## config.mk

```make
export PLATFORM = sky130hd
export DESIGN_NAME = brush_dab_compositor_unit
export DESIGN_NICKNAME = d
export VERILOG_FILES = /design/src/hw/rtl/bdc_pkg.sv /design/src/hw/rtl/brush_dab_compositor_unit.sv
export SDC_FILE = /design/constraint.sdc
export NUM_CORES = 2
export LEC_CHECK = 0
export BUFFER_PORTS_ARGS = -buffer_cell sky130_fd_sc_hd__buf_4
export CELL_PAD_IN_SITES_DETAIL_PLACEMENT = 0
export CELL_PAD_IN_SITES_GLOBAL_PLACEMENT = 1
export CORE_MARGIN = 1.5
export CORE_UTILIZATION = 40
export DETAILED_ROUTE_END_ITERATION = 7
export PLACE_DENSITY = 0.66
export RECOVER_POWER = 100
export SETUP_SLACK_MARGIN = 0.4
export SYNTH_ARGS = -nofsm -noshare
export SYNTH_HDL_FRONTEND = slang
export SYNTH_SLANG_ARGS = --single-unit
```

## constraint.sdc

```tcl
create_clock -name clk -period 21.1 [get_ports clk]
set_input_delay 4.22 -clock clk [delete_from_list [all_inputs] [get_ports clk]]
set_output_delay 4.22 -clock clk [all_outputs]
set_load 0.005 [all_outputs]
```

## src/hw/rtl/bdc_pkg.sv

```systemverilog
// Shared widths, register indexes and helpers for the brush dab compositor.
package bdc_pkg;

  localparam int RAD_W     = 7;
  localparam int FR_W      = 9;
  localparam int CH_W      = 8;
  localparam int COLOR_W   = 24;
  localparam int CFG_IDX_W = 3;
  localparam int CFG_W     = 24;
  localparam int ACC_W     = 19;
  localparam int MIX_W     = 17;
  localparam int LANES     = 6;

  localparam int LANE_RAD = 0;
  localparam int LANE_HRD = 1;
  localparam int LANE_OPA = 2;
  localparam int LANE_RED = 3;
  localparam int LANE_GRN = 4;
  localparam int LANE_BLU = 5;

  localparam logic [FR_W-1:0] UNIT = 9'd256;

  typedef enum logic [CFG_IDX_W-1:0] {
    CFG_RADIUS_FULL   = 3'd0,
    CFG_RADIUS_ZERO   = 3'd1,
    CFG_HARDNESS_FULL = 3'd2,
    CFG_HARDNESS_ZERO = 3'd3,
    CFG_OPACITY_FULL  = 3'd4,
    CFG_OPACITY_ZERO  = 3'd5,
    CFG_COLOR_FULL    = 3'd6,
    CFG_COLOR_ZERO    = 3'd7
  } cfg_idx_t;

  function automatic logic [FR_W-1:0] sat_unit(input logic [FR_W-1:0] v);
    return (v > UNIT) ? UNIT : v;
  endfunction

endpackage

```

## src/hw/rtl/brush_dab_compositor_unit.sv

```systemverilog
// Top level of the brush dab compositor: dab setup, falloff ramp and pixel blend.
//
//  channel | ports                                   | direction
//  in      | in_valid, in_stall, in_action..in_dest_*| item in
//  out     | out_valid, out_stall, out_dab_radius..  | result out
//  cfg     | cfg_wr_en, cfg_index, cfg_data          | register write
//
// Begin item: mix (one pressure bit a cycle), setup, division, ramp fill of 2*radius
// entries (one write a cycle) and result load.
// Pixel item: fold/square, root (one root bit a cycle), ramp read, blend
// (one channel a cycle) and result load; the block returns to idle after each item.
// Reset is synchronous, active low. One result register parts the sides: a
// new item is taken while a result waits; out_stall holds only the final step.
module brush_dab_compositor_unit
  import bdc_pkg::*;
#(
  parameter int MAX_RADIUS = 64
) (
  input  logic                 clk,
  input  logic                 rst_n,
  input  logic                 in_valid,
  output logic                 in_stall,
  input  logic                 in_action,
  input  logic [FR_W-1:0]      in_pressure,
  input  logic [RAD_W-1:0]     in_col,
  input  logic [RAD_W-1:0]     in_row,
  input  logic [CH_W-1:0]      in_dest_red,
  input  logic [CH_W-1:0]      in_dest_green,
  input  logic [CH_W-1:0]      in_dest_blue,
  output logic                 out_valid,
  input  logic                 out_stall,
  output logic [RAD_W-1:0]     out_dab_radius,
  output logic [CH_W-1:0]      out_new_red,
  output logic [CH_W-1:0]      out_new_green,
  output logic [CH_W-1:0]      out_new_blue,
  input  logic                 cfg_wr_en,
  input  logic [CFG_IDX_W-1:0] cfg_index,
  input  logic [CFG_W-1:0]     cfg_data
);

  localparam int RAD_CAP    = (MAX_RADIUS > 127) ? 127 : MAX_RADIUS;
  localparam int RAMP_DEPTH = 2 * RAD_CAP;
  localparam int IDX_W      = (RAMP_DEPTH > 2) ? $clog2(RAMP_DEPTH) : 1;
  localparam logic [RAD_W-1:0] RAD_MAX = RAD_W'(RAD_CAP);

  typedef enum logic [3:0] {
    ST_IDLE, ST_MIX, ST_SCALE, ST_PALPHA, ST_GRAD, ST_DIV, ST_FILL,
    ST_FOLD, ST_SQX, ST_SQY, ST_ROOT, ST_LOOK, ST_READ, ST_BLEND, ST_DONE
  } state_t;

  // configuration
  logic [RAD_W-1:0]   radius_full_r, radius_zero_r;
  logic [FR_W-1:0]    hardness_full_r, hardness_zero_r;
  logic [FR_W-1:0]    opacity_full_r, opacity_zero_r;
  logic [COLOR_W-1:0] color_full_r, color_zero_r;

  always_ff @(posedge clk) begin
    if (!rst_n) begin
      radius_full_r   <= '0;
      radius_zero_r   <= '0;
      hardness_full_r <= UNIT;
      hardness_zero_r <= UNIT;
      opacity_full_r  <= UNIT;
      opacity_zero_r  <= UNIT;
      color_full_r    <= '0;
      color_zero_r    <= '0;
    end else if (cfg_wr_en) begin
      case (cfg_idx_t'(cfg_index))
        CFG_RADIUS_FULL:   radius_full_r   <= cfg_data[RAD_W-1:0];
        CFG_RADIUS_ZERO:   radius_zero_r   <= cfg_data[RAD_W-1:0];
        CFG_HARDNESS_FULL: hardness_full_r <= cfg_data[FR_W-1:0];
        CFG_HARDNESS_ZERO: hardness_zero_r <= cfg_data[FR_W-1:0];
        CFG_OPACITY_FULL:  opacity_full_r  <= cfg_data[FR_W-1:0];
        CFG_OPACITY_ZERO:  opacity_zero_r  <= cfg_data[FR_W-1:0];
        CFG_COLOR_FULL:    color_full_r    <= cfg_data[COLOR_W-1:0];
        CFG_COLOR_ZERO:    color_zero_r    <= cfg_data[COLOR_W-1:0];
        default: ;
      endcase
    end
  end

  state_t             state_r;
  logic [3:0]         cnt_r;
  logic [FR_W-1:0]    p_sr_r;
  logic signed [ACC_W-1:0] acc_r [LANES];
  logic [RAD_W-1:0]   dab_rad_r;
  logic [COLOR_W-1:0] dab_color_r;
  logic [FR_W-1:0]    point_alpha_r;
  logic [FR_W-1:0]    h_r, o_r;
  logic [7:0]         grad_r;
  logic [FR_W-1:0]    dnum_sr_r, dq_r;
  logic [7:0]         drem_r;
  logic [7:0]         i_r;
  logic [FR_W:0]      q_r;
  logic [7:0]         rm_r;
  logic [RAD_W-1:0]   col_r, row_r;
  logic               inside_r, hit_r;
  logic [7:0]         dx_r, dy_r;
  logic [15:0]        sqx_r;
  logic [17:0]        s_sr_r;
  logic [10:0]        rem_r;
  logic [8:0]         root_r;
  logic [FR_W-1:0]    ramp_q_r, alpha_r;
  logic [COLOR_W-1:0] dest_sr_r, color_sr_r, res_sr_r;
  logic               out_valid_r;
  logic [RAD_W-1:0]   out_rad_r;
  logic [COLOR_W-1:0] out_rgb_r;

  logic [FR_W-1:0]    ramp_mem [RAMP_DEPTH];

  // setup datapath
  logic [FR_W-1:0]         lane_full [LANES];
  logic [FR_W-1:0]         lane_zero [LANES];
  logic signed [9:0]       lane_diff [LANES];
  logic [MIX_W-1:0]        mix_u [LANES];
  logic signed [ACC_W-1:0] mix_s [LANES];
  logic [9:0]              rad_ceil;
  logic [RAD_W-1:0]        rad_sel;
  logic [MIX_W-1:0]        ch_round [LANES];
  logic [17:0]             pa_prod;
  logic [16:0]             g_prod;
  logic [7:0]              len;
  logic [8:0]              div_sh;
  logic [8:0]              rm_sum;
  logic [FR_W-1:0]         fill_v;

  always_comb begin
    lane_full[LANE_RAD] = {2'b00, radius_full_r};
    lane_zero[LANE_RAD] = {2'b00, radius_zero_r};
    lane_full[LANE_HRD] = sat_unit(hardness_full_r);
    lane_zero[LANE_HRD] = sat_unit(hardness_zero_r);
    lane_full[LANE_OPA] = sat_unit(opacity_full_r);
    lane_zero[LANE_OPA] = sat_unit(opacity_zero_r);
    lane_full[LANE_RED] = {1'b0, color_full_r[23:16]};
    lane_zero[LANE_RED] = {1'b0, color_zero_r[23:16]};
    lane_full[LANE_GRN] = {1'b0, color_full_r[15:8]};
    lane_zero[LANE_GRN] = {1'b0, color_zero_r[15:8]};
    lane_full[LANE_BLU] = {1'b0, color_full_r[7:0]};
    lane_zero[LANE_BLU] = {1'b0, color_zero_r[7:0]};
    for (int k = 0; k < LANES; k++) begin
      lane_diff[k] = $signed({1'b0, lane_full[k]}) - $signed({1'b0, lane_zero[k]});
      mix_s[k]     = acc_r[k] + $signed({2'b00, lane_zero[k], 8'h00});
      mix_u[k]     = mix_s[k][MIX_W-1:0];
      ch_round[k]  = mix_u[k] + 17'd128;
    end
    rad_ceil = 10'((18'(mix_u[LANE_RAD]) + 18'd255) >> 8);
    rad_sel  = (rad_ceil > 10'(RAD_CAP)) ? RAD_MAX : rad_ceil[RAD_W-1:0];
    pa_prod  = 18'(o_r) * 18'(h_r);
    len      = {dab_rad_r, 1'b0};
    g_prod   = 17'(UNIT - h_r) * 17'(len);
    div_sh   = {drem_r, dnum_sr_r[FR_W-1]};
    rm_sum   = {1'b0, rm_r} + {1'b0, drem_r};
    fill_v   = (i_r < grad_r) ? q_r[FR_W-1:0] : o_r;
  end

  // pixel datapath
  logic [7:0]         fx, fy;
  logic [12:0]        rt_sh, rt_trial;
  logic [9:0]         root_inc;
  logic [8:0]         rdist;
  logic [RAD_W-1:0]   rad_gap;
  logic [7:0]         rd_idx;
  logic signed [8:0]  bl_diff;
  logic signed [18:0] bl_prod, bl_adj, bl_q;
  logic [CH_W-1:0]    bl_new;

  always_comb begin
    fx       = ({1'b0, col_r} < {1'b0, dab_rad_r}) ? {1'b0, col_r} : len - 8'd1 - {1'b0, col_r};
    fy       = ({1'b0, row_r} < {1'b0, dab_rad_r}) ? {1'b0, row_r} : len - 8'd1 - {1'b0, row_r};
    rt_sh    = {rem_r, s_sr_r[17:16]};
    rt_trial = {2'b00, root_r, 2'b01};
    root_inc = {1'b0, root_r} + 10'd1;
    rdist    = root_inc[9:1];
    rad_gap  = dab_rad_r - rdist[RAD_W-1:0];
    rd_idx   = {rad_gap, 1'b0};
    bl_diff  = $signed({1'b0, color_sr_r[23:16]}) - $signed({1'b0, dest_sr_r[23:16]});
    bl_prod  = 19'($signed({1'b0, alpha_r})) * 19'(bl_diff);
    bl_adj   = bl_prod[18] ? bl_prod + 19'sd255 : bl_prod;
    bl_q     = bl_adj >>> 8;
    bl_new   = dest_sr_r[23:16] + bl_q[CH_W-1:0];
  end

  always_ff @(posedge clk) begin
    if (state_r == ST_FILL) begin
      ramp_mem[i_r[IDX_W-1:0]] <= fill_v;
    end
    ramp_q_r <= ramp_mem[rd_idx[IDX_W-1:0]];
  end

  assign in_stall       = (state_r != ST_IDLE);
  assign out_valid      = out_valid_r;
  assign out_dab_radius = out_rad_r;
  assign out_new_red    = out_rgb_r[23:16];
  assign out_new_green  = out_rgb_r[15:8];
  assign out_new_blue   = out_rgb_r[7:0];

  always_ff @(posedge clk) begin
    if (!rst_n) begin
      state_r       <= ST_IDLE;
      out_valid_r   <= 1'b0;
      dab_rad_r     <= '0;
      dab_color_r   <= '0;
      point_alpha_r <= '0;
      cnt_r         <= '0;
    end else begin
      if (out_valid_r && !out_stall && (state_r != ST_DONE)) begin
        out_valid_r <= 1'b0;
      end
      case (state_r)
        ST_IDLE: begin
          if (in_valid) begin
            dest_sr_r <= {in_dest_red, in_dest_green, in_dest_blue};
            col_r     <= in_col;
            row_r     <= in_row;
            res_sr_r  <= '0;
            cnt_r     <= 4'd8;
            p_sr_r    <= sat_unit(in_pressure);
            for (int k = 0; k < LANES; k++) begin
              acc_r[k] <= '0;
            end
            state_r <= in_action ? ST_FOLD : ST_MIX;
          end
        end
        ST_MIX: begin
          for (int k = 0; k < LANES; k++) begin
            acc_r[k] <= (acc_r[k] <<< 1) + (p_sr_r[FR_W-1] ? ACC_W'(lane_diff[k]) : '0);
          end
          p_sr_r <= p_sr_r << 1;
          cnt_r  <= cnt_r - 4'd1;
          if (cnt_r == '0) begin
            state_r <= ST_SCALE;
          end
        end
        ST_SCALE: begin
          dab_rad_r   <= rad_sel;
          h_r         <= mix_u[LANE_HRD][16:8];
          o_r         <= mix_u[LANE_OPA][16:8];
          dab_color_r <= {ch_round[LANE_RED][15:8], ch_round[LANE_GRN][15:8],
                          ch_round[LANE_BLU][15:8]};
          state_r     <= ST_PALPHA;
        end
        ST_PALPHA: begin
          point_alpha_r <= pa_prod[16:8];
          state_r       <= ST_GRAD;
        end
        ST_GRAD: begin
          grad_r    <= g_prod[15:8];
          dnum_sr_r <= o_r;
          drem_r    <= '0;
          dq_r      <= '0;
          cnt_r     <= 4'd8;
          state_r   <= ST_DIV;
        end
        ST_DIV: begin
          if (div_sh >= {1'b0, grad_r}) begin
            drem_r <= 8'(div_sh - {1'b0, grad_r});
            dq_r   <= {dq_r[FR_W-2:0], 1'b1};
          end else begin
            drem_r <= div_sh[7:0];
            dq_r   <= {dq_r[FR_W-2:0], 1'b0};
          end
          dnum_sr_r <= dnum_sr_r << 1;
          cnt_r     <= cnt_r - 4'd1;
          if (cnt_r == '0) begin
            i_r     <= '0;
            q_r     <= '0;
            rm_r    <= '0;
            state_r <= (len == '0) ? ST_DONE : ST_FILL;
          end
        end
        ST_FILL: begin
          if (rm_sum >= {1'b0, grad_r}) begin
            rm_r <= 8'(rm_sum - {1'b0, grad_r});
            q_r  <= q_r + {1'b0, dq_r} + 10'd1;
          end else begin
            rm_r <= rm_sum[7:0];
            q_r  <= q_r + {1'b0, dq_r};
          end
          i_r <= i_r + 8'd1;
          if (i_r == len - 8'd1) begin
            state_r <= ST_DONE;
          end
        end
        ST_FOLD: begin
          inside_r <= ({1'b0, col_r} < len) && ({1'b0, row_r} < len);
          dx_r     <= len - {fx[6:0], 1'b0} - 8'd1;
          dy_r     <= len - {fy[6:0], 1'b0} - 8'd1;
          state_r  <= ST_SQX;
        end
        ST_SQX: begin
          sqx_r   <= 16'(dx_r) * 16'(dx_r);
          state_r <= ST_SQY;
        end
        ST_SQY: begin
          s_sr_r  <= {1'b0, 17'(sqx_r) + 17'(dy_r) * 17'(dy_r)};
          rem_r   <= '0;
          root_r  <= '0;
          cnt_r   <= 4'd8;
          state_r <= ST_ROOT;
        end
        ST_ROOT: begin
          if (rt_sh >= rt_trial) begin
            rem_r  <= 11'(rt_sh - rt_trial);
            root_r <= {root_r[7:0], 1'b1};
          end else begin
            rem_r  <= rt_sh[10:0];
            root_r <= {root_r[7:0], 1'b0};
          end
          s_sr_r <= s_sr_r << 2;
          cnt_r  <= cnt_r - 4'd1;
          if (cnt_r == '0) begin
            state_r <= ST_LOOK;
          end
        end
        ST_LOOK: begin
          hit_r    <= inside_r && (dab_rad_r != '0) && (rdist < {2'b00, dab_rad_r});
          state_r  <= ST_READ;
        end
        ST_READ: begin
          if (dab_rad_r == '0) begin
            alpha_r <= point_alpha_r;
          end else begin
            alpha_r <= hit_r ? ramp_q_r : '0;
          end
          color_sr_r <= dab_color_r;
          cnt_r      <= 4'd2;
          state_r    <= ST_BLEND;
        end
        ST_BLEND: begin
          res_sr_r   <= {res_sr_r[15:0], bl_new};
          dest_sr_r  <= dest_sr_r << CH_W;
          color_sr_r <= color_sr_r << CH_W;
          cnt_r      <= cnt_r - 4'd1;
          if (cnt_r == '0) begin
            state_r <= ST_DONE;
          end
        end
        ST_DONE: begin
          if (!out_valid_r || !out_stall) begin
            out_valid_r <= 1'b1;
            out_rad_r   <= dab_rad_r;
            out_rgb_r   <= res_sr_r;
            state_r     <= ST_IDLE;
          end
        end
        default: begin
          state_r <= ST_IDLE;
        end
      endcase
    end
  end

endmodule

```

After elaboration in Yosys (flattened, before gate mapping)
Memories as Yosys holds them, arrays and structs flattened. A register that Yosys moved wholly into a read port is not among the register bits.
Index checks and enable logic that the tools add are counted.
{ "word_totals": {"memories": 2, "ramBits": 1266, "in_bits": 80, "reg_bits": 432, "rom_bits": 0, "out_inout_bits": 33, "wordCells": 262, "latch_bits": 0} }
{ "memory_table": {"columns": ["memory", "depth", "width", "rd", "rd_clocked_by_memory_dff", "wr", "line", "source"], "rows": [
  ["ramp_mem", 128, 9, 1, 1, 1, "brush_dab_compositor_unit.sv:109", "logic [FR_W-1:0] ramp_mem [RAMP_DEPTH];"],
  ["acc_r", 6, 19, 6, 0, 6, "brush_dab_compositor_unit.sv:85", "logic signed [ACC_W-1:0] acc_r [LANES];"]
]} }
{ "op_classes": {"magnitude_cmp": 15, "n_bitwise": 6, "muxes": 72, "n_eq_ne": 30, "multipliers": 5, "shifts": 0, "n_reduce_logical": 48, "add_sub_neg": 44, "div": 0} }
{ "op_table": {"columns": ["op", "n"], "rows": [
  ["19-bit 2-to-1 mux", 12],
  ["24-bit case mux with 2 select lines", 3],
  ["19-bit adder", 6],
  ["9-bit 2-to-1 mux", 9],
  ["9-bit case mux with 2 select lines", 4],
  ["4-bit case mux with 15 select lines", 1],
  ["16-bit adder", 3],
  ["16-bit by 8-bit adder with 16-bit output, second input constant", 3],
  ["24-bit 2-to-1 mux", 2],
  ["8-bit case mux with 2 select lines", 3],
  ["9-bit > comparator, second input constant", 5],
  ["4-bit 2-to-1 mux", 9],
  ["18-bit case mux with 2 select lines", 1],
  ["2-bit AND reduction", 18],
  ["8-bit by 8-bit subtractor with 9-bit output", 4],
  ["17-bit adder", 2],
  ["8-bit by 8-bit multiplier with 16-bit output", 2],
  ["8-bit subtractor", 4],
  ["4-bit equality test, second input constant", 7],
  ["8-bit 2-to-1 mux", 3],
  ["8-bit by 1-bit subtractor with 8-bit output, second input constant", 3],
  ["11-bit case mux with 2 select lines", 1],
  ["7-bit 2-to-1 mux", 3],
  ["10-bit 2-to-1 mux", 2],
  ["58 further kinds", 110]
]} }

Logic depth before layout (Yosys ltp)
{ "logic_depth": {"word_depth": 6, "depth_mapped": 36, "depth_no_buf": 36} }

Least setup slack after synthesis
Ideal clock, no wire load.
{ "synth_path": {"path_type": "input-to-reg", "start": "input rst_n", "end": "memory acc_r[0][0] (enable)", "stages": 3, "setup_time_ns": 0.693, "n_path_buf": 1, "required_ns": 20.407, "arrival_time_ns": 11.537, "setup_slack_ns": 8.869, "path_cell_list": "clkbuf_1 > nand2_1 > o21ai_0"} }
{ "synth_lines": {"columns": ["element", "line", "source"], "rows": [
  ["from (decl)", "brush_dab_compositor_unit.sv:20", "input logic rst_n,"],
  ["to (decl)", "brush_dab_compositor_unit.sv:85", null]
]} }

==> results.json <==
{
  "synth_warnings": 0,
  "gr-total-overflow": 0,
  "ant_nets": 0,
  "clk_latency_ns": 0.79,
  "port_buffers": 112,
  "timing.critical_path.to_type": "flip-flop",
  "netlist_top_cells_area": "sky130_fd_sc_hd__edfxtp_1 44%, sky130_fd_sc_hd__ha_1 9.3%, sky130_fd_sc_hd__fa_1 7.3%, sky130_fd_sc_hd__mux4_2 6.1%, sky130_fd_sc_hd__dfxtp_1 4.8%",
  "avg_vias_per_cell": 5.20,
  "slew_headroom": -1.68,
  "cp.arrival_ns": 11.87,
  "placed_area_um2": 68300,
  "clock_sinks": 1110,
  "period_needed_ns": 11.59,
  "core-area_um2": 161000,
  "crit_path_max_fanout": 63,
  "total_power_divided_by_cell_area_nw_per_um2": 117,
  "fin_hold_ws_ns": 0.419,
  "post-cts-setup-buffers": 0,
  "pre_cts_slack_ns": 11.83,
  "synth_top_area_cell": "sky130_fd_sc_hd__edfxtp_1",
  "cts-htree-levels": 3,
  "synth-seq-area-share": 0.490,
  "count_of_cells_resized_by_post_cts_repair": 0,
  "final.period_utilization": 0.549,
  "area.growth.synth_to_final_pct": 10.9,
  "path_clk_slew_ns": 0.07,
  "drive_gt1_frac": 0.0916,
  "finalSetupViolCount": 0,
  "dp.final_hpwl_mm": 108,
  "finalWirelength_mm": 155,
  "ys_seq_elements": 1110,
  "clock.fmax_mhz": 86.3,
  "leading_cell_type_by_number_of_instances_after_synthesis": "sky130_fd_sc_hd__edfxtp_1",
  "row_count": 147,
  "via_count": 40700,
  "synth_cells": 5441,
  "worst_clock_skew_ns": 0.0564,
  "design_area_um2": 71900,
  "first_iter_violations": 2807,
  "floorplan.io_pins": 113,
  "final.setup.tns_ns": 0,
  "timing.reg2reg.worst_path_depth": 9,
  "grt_max_degree": 87,
  "grt_pass1_vias": 40800,
  "crit_type": "input pin to flip-flop",
  "dieArea_um2": 165000,
  "worst_ep_required_time_ns": 21.38,
  "final_wtd_congestion": 0.825,
  "syn_area_um2": 64800,
  "finalHoldViolCount": 0,
  "wl_per_cell_um": 19.8,
  "detail_route.first_pass.iterations": 5,
  "power_leakage_nw": 27.5,
  "worst_hold_path_type": "flip-flop to flip-flop",
  "antenna_found_initial": 1,
  "globalRouteTotalUtil": 0.190,
  "timing_max_transition_violations_final": 1439,
  "yosysTopAreaCellShare": 0.442,
  "synth_fp_nets": 6239,
  "cts_hold_buf": 0,
  "cts_buffers": 118,
  "synthDistinctLibCells": 82,
  "clockBufferDepth": 3,
  "utilization": 0.447,
  "cts_tree": "yes",
  "synth.cells.most_frequent": "954 x sky130_fd_sc_hd__edfxtp_1, 670 x sky130_fd_sc_hd__nand2_1, 483 x sky130_fd_sc_hd__ha_1",
  "totalPowerFinal_mw": 8.38,
  "irDropWorstVdd_v": 0.000224,
  "setup_ws_ns": 9.51,
  "die_x_um": 406,
  "global_route_wire_length_before_repair_mm": 242,
  "post_layout_nonfiller_instances": 7830,
  "die_height_um": 406,
  "number_of_enable_flip_flop_cells_after_synthesis": 954,
  "critPathLaunchType": "input pin",
  "failing_checks": "capacitance limit, slew limit",
  "timing.max_cap.violations": 32,
  "synth_async_sr_flop_share": 0,
  "hold_depth": 0,
  "initial_core_util": 0.403,
  "postSynthAreaPerCell_um2": 11.9,
  "clockRootBuffer": "sky130_fd_sc_hd__clkbuf_16",
  "finalNetCount": 6360,
  "worst_slew_pin_slew_ns": 4.03,
  "run_status": "finished, violations left",
  "place.detailed.instances": 7602,
  "drcViolationCount": 0,
  "synth-main-ff-cell": "sky130_fd_sc_hd__edfxtp_1",
  "rsz0062_at_grt": "no"
}
==> path summary, 6_finish.rpt <==
check / startpoint / end / slack [ns]
min: res_sr_r[22] / out_rgb_r[22] / 0.42
max reg2reg: root_r[0] / ramp_q_r[7] / 11.24
min reg2reg: res_sr_r[22] / out_rgb_r[22] / 0.42
max: rst_n / acc_r[2][4] / 9.51
==> power by group <==
| group | internal, mW | total (mW) | switching (mW) |
|---|---|---|---|
| Clock | 1.20 | 2.12 | 0.921 |
| Sequential | 2.67 | 2.78 | 0.115 |
| Combinational | 1.47 | 3.48 | 2.00 |
| Total | 5.34 | 8.38 | 3.04 |
==> critical path: stages <==
cell	delay, ns
sky130_fd_sc_hd__clkbuf_1	1.09
sky130_fd_sc_hd__nand2_1	1.36
sky130_fd_sc_hd__o21ai_0	0.41
sky130_fd_sc_hd__clkbuf_1	1.78
sky130_fd_sc_hd__clkbuf_1	2.81
==> per-layer routing <==
metal | up-vias | part of all wire | track usage
li1 | 19600 | - | -
met1 | 20300 | 0.48 | 0.275
met2 | 721 | 0.46 | 0.305
met3 | 186 | 0.043 | 0.0225
met4 | 0 | 0.020 | 0.0459
met5 | - | 0 | 0
==> cells by family (layout without fill, tap and decap cells) <==
logic type,count (synthesis),count (layout),synth area share
AO/OA/AOI/OAI,757,757,0.0723
AND/OR/NAND/NOR,1712,1712,0.123
multiplexers,243,243,0.0728
XOR/XNOR,295,295,0.0398
adder cells (fa/ha/maj),718,718,0.166
buffers and inverters,606,832,0.0362
flip-flops,1110,1110,0.490
other,0,3,0
==> final cells by class <==
class / instances / area (um2)
Antenna cell: 3 / 7.51
Clock buffer: 147 / 3120
Clock inverter: 78 / 845
Fill cell: 14900 / 88900
Inverter: 430 / 1620
Multi-Input combinational cell: 3725 / 30800
Sequential cell: 1110 / 31800
Tap cell: 2160 / 2700
Timing Repair Buffer: 177 / 1050
==> flip-flops by register name (all words and copies together) (netlist names), 24 cells and up <==
| signal | flops |
|---|---|
| dest_sr_r | 24 |
| res_sr_r | 24 |
| color_zero_r | 24 |
| out_rgb_r | 24 |
| color_sr_r | 24 |
| dab_color_r | 24 |
| ramp_mem | 576 |
| acc_r | 99 |
| color_full_r | 24 |
==> cells in the final DEF (no fill, tap or decap), types with 107 or more instances in the layout <==
cell                        synthesis  final
sky130_fd_sc_hd__edfxtp_1         954    954
sky130_fd_sc_hd__nand2_1          670    670
sky130_fd_sc_hd__ha_1             483    483
sky130_fd_sc_hd__inv_1            427    426
sky130_fd_sc_hd__nor2_1           376    373
sky130_fd_sc_hd__a21oi_1          273    274
sky130_fd_sc_hd__fa_1             235    235
sky130_fd_sc_hd__xnor2_1          187    184
sky130_fd_sc_hd__mux4_2           176    176
sky130_fd_sc_hd__dfxtp_1          156    156
sky130_fd_sc_hd__o21ai_0          150    155
sky130_fd_sc_hd__and2_1           167    143
sky130_fd_sc_hd__clkbuf_16          0    119
sky130_fd_sc_hd__xor2_1           108    107
(Power assumes the default switching activity.)
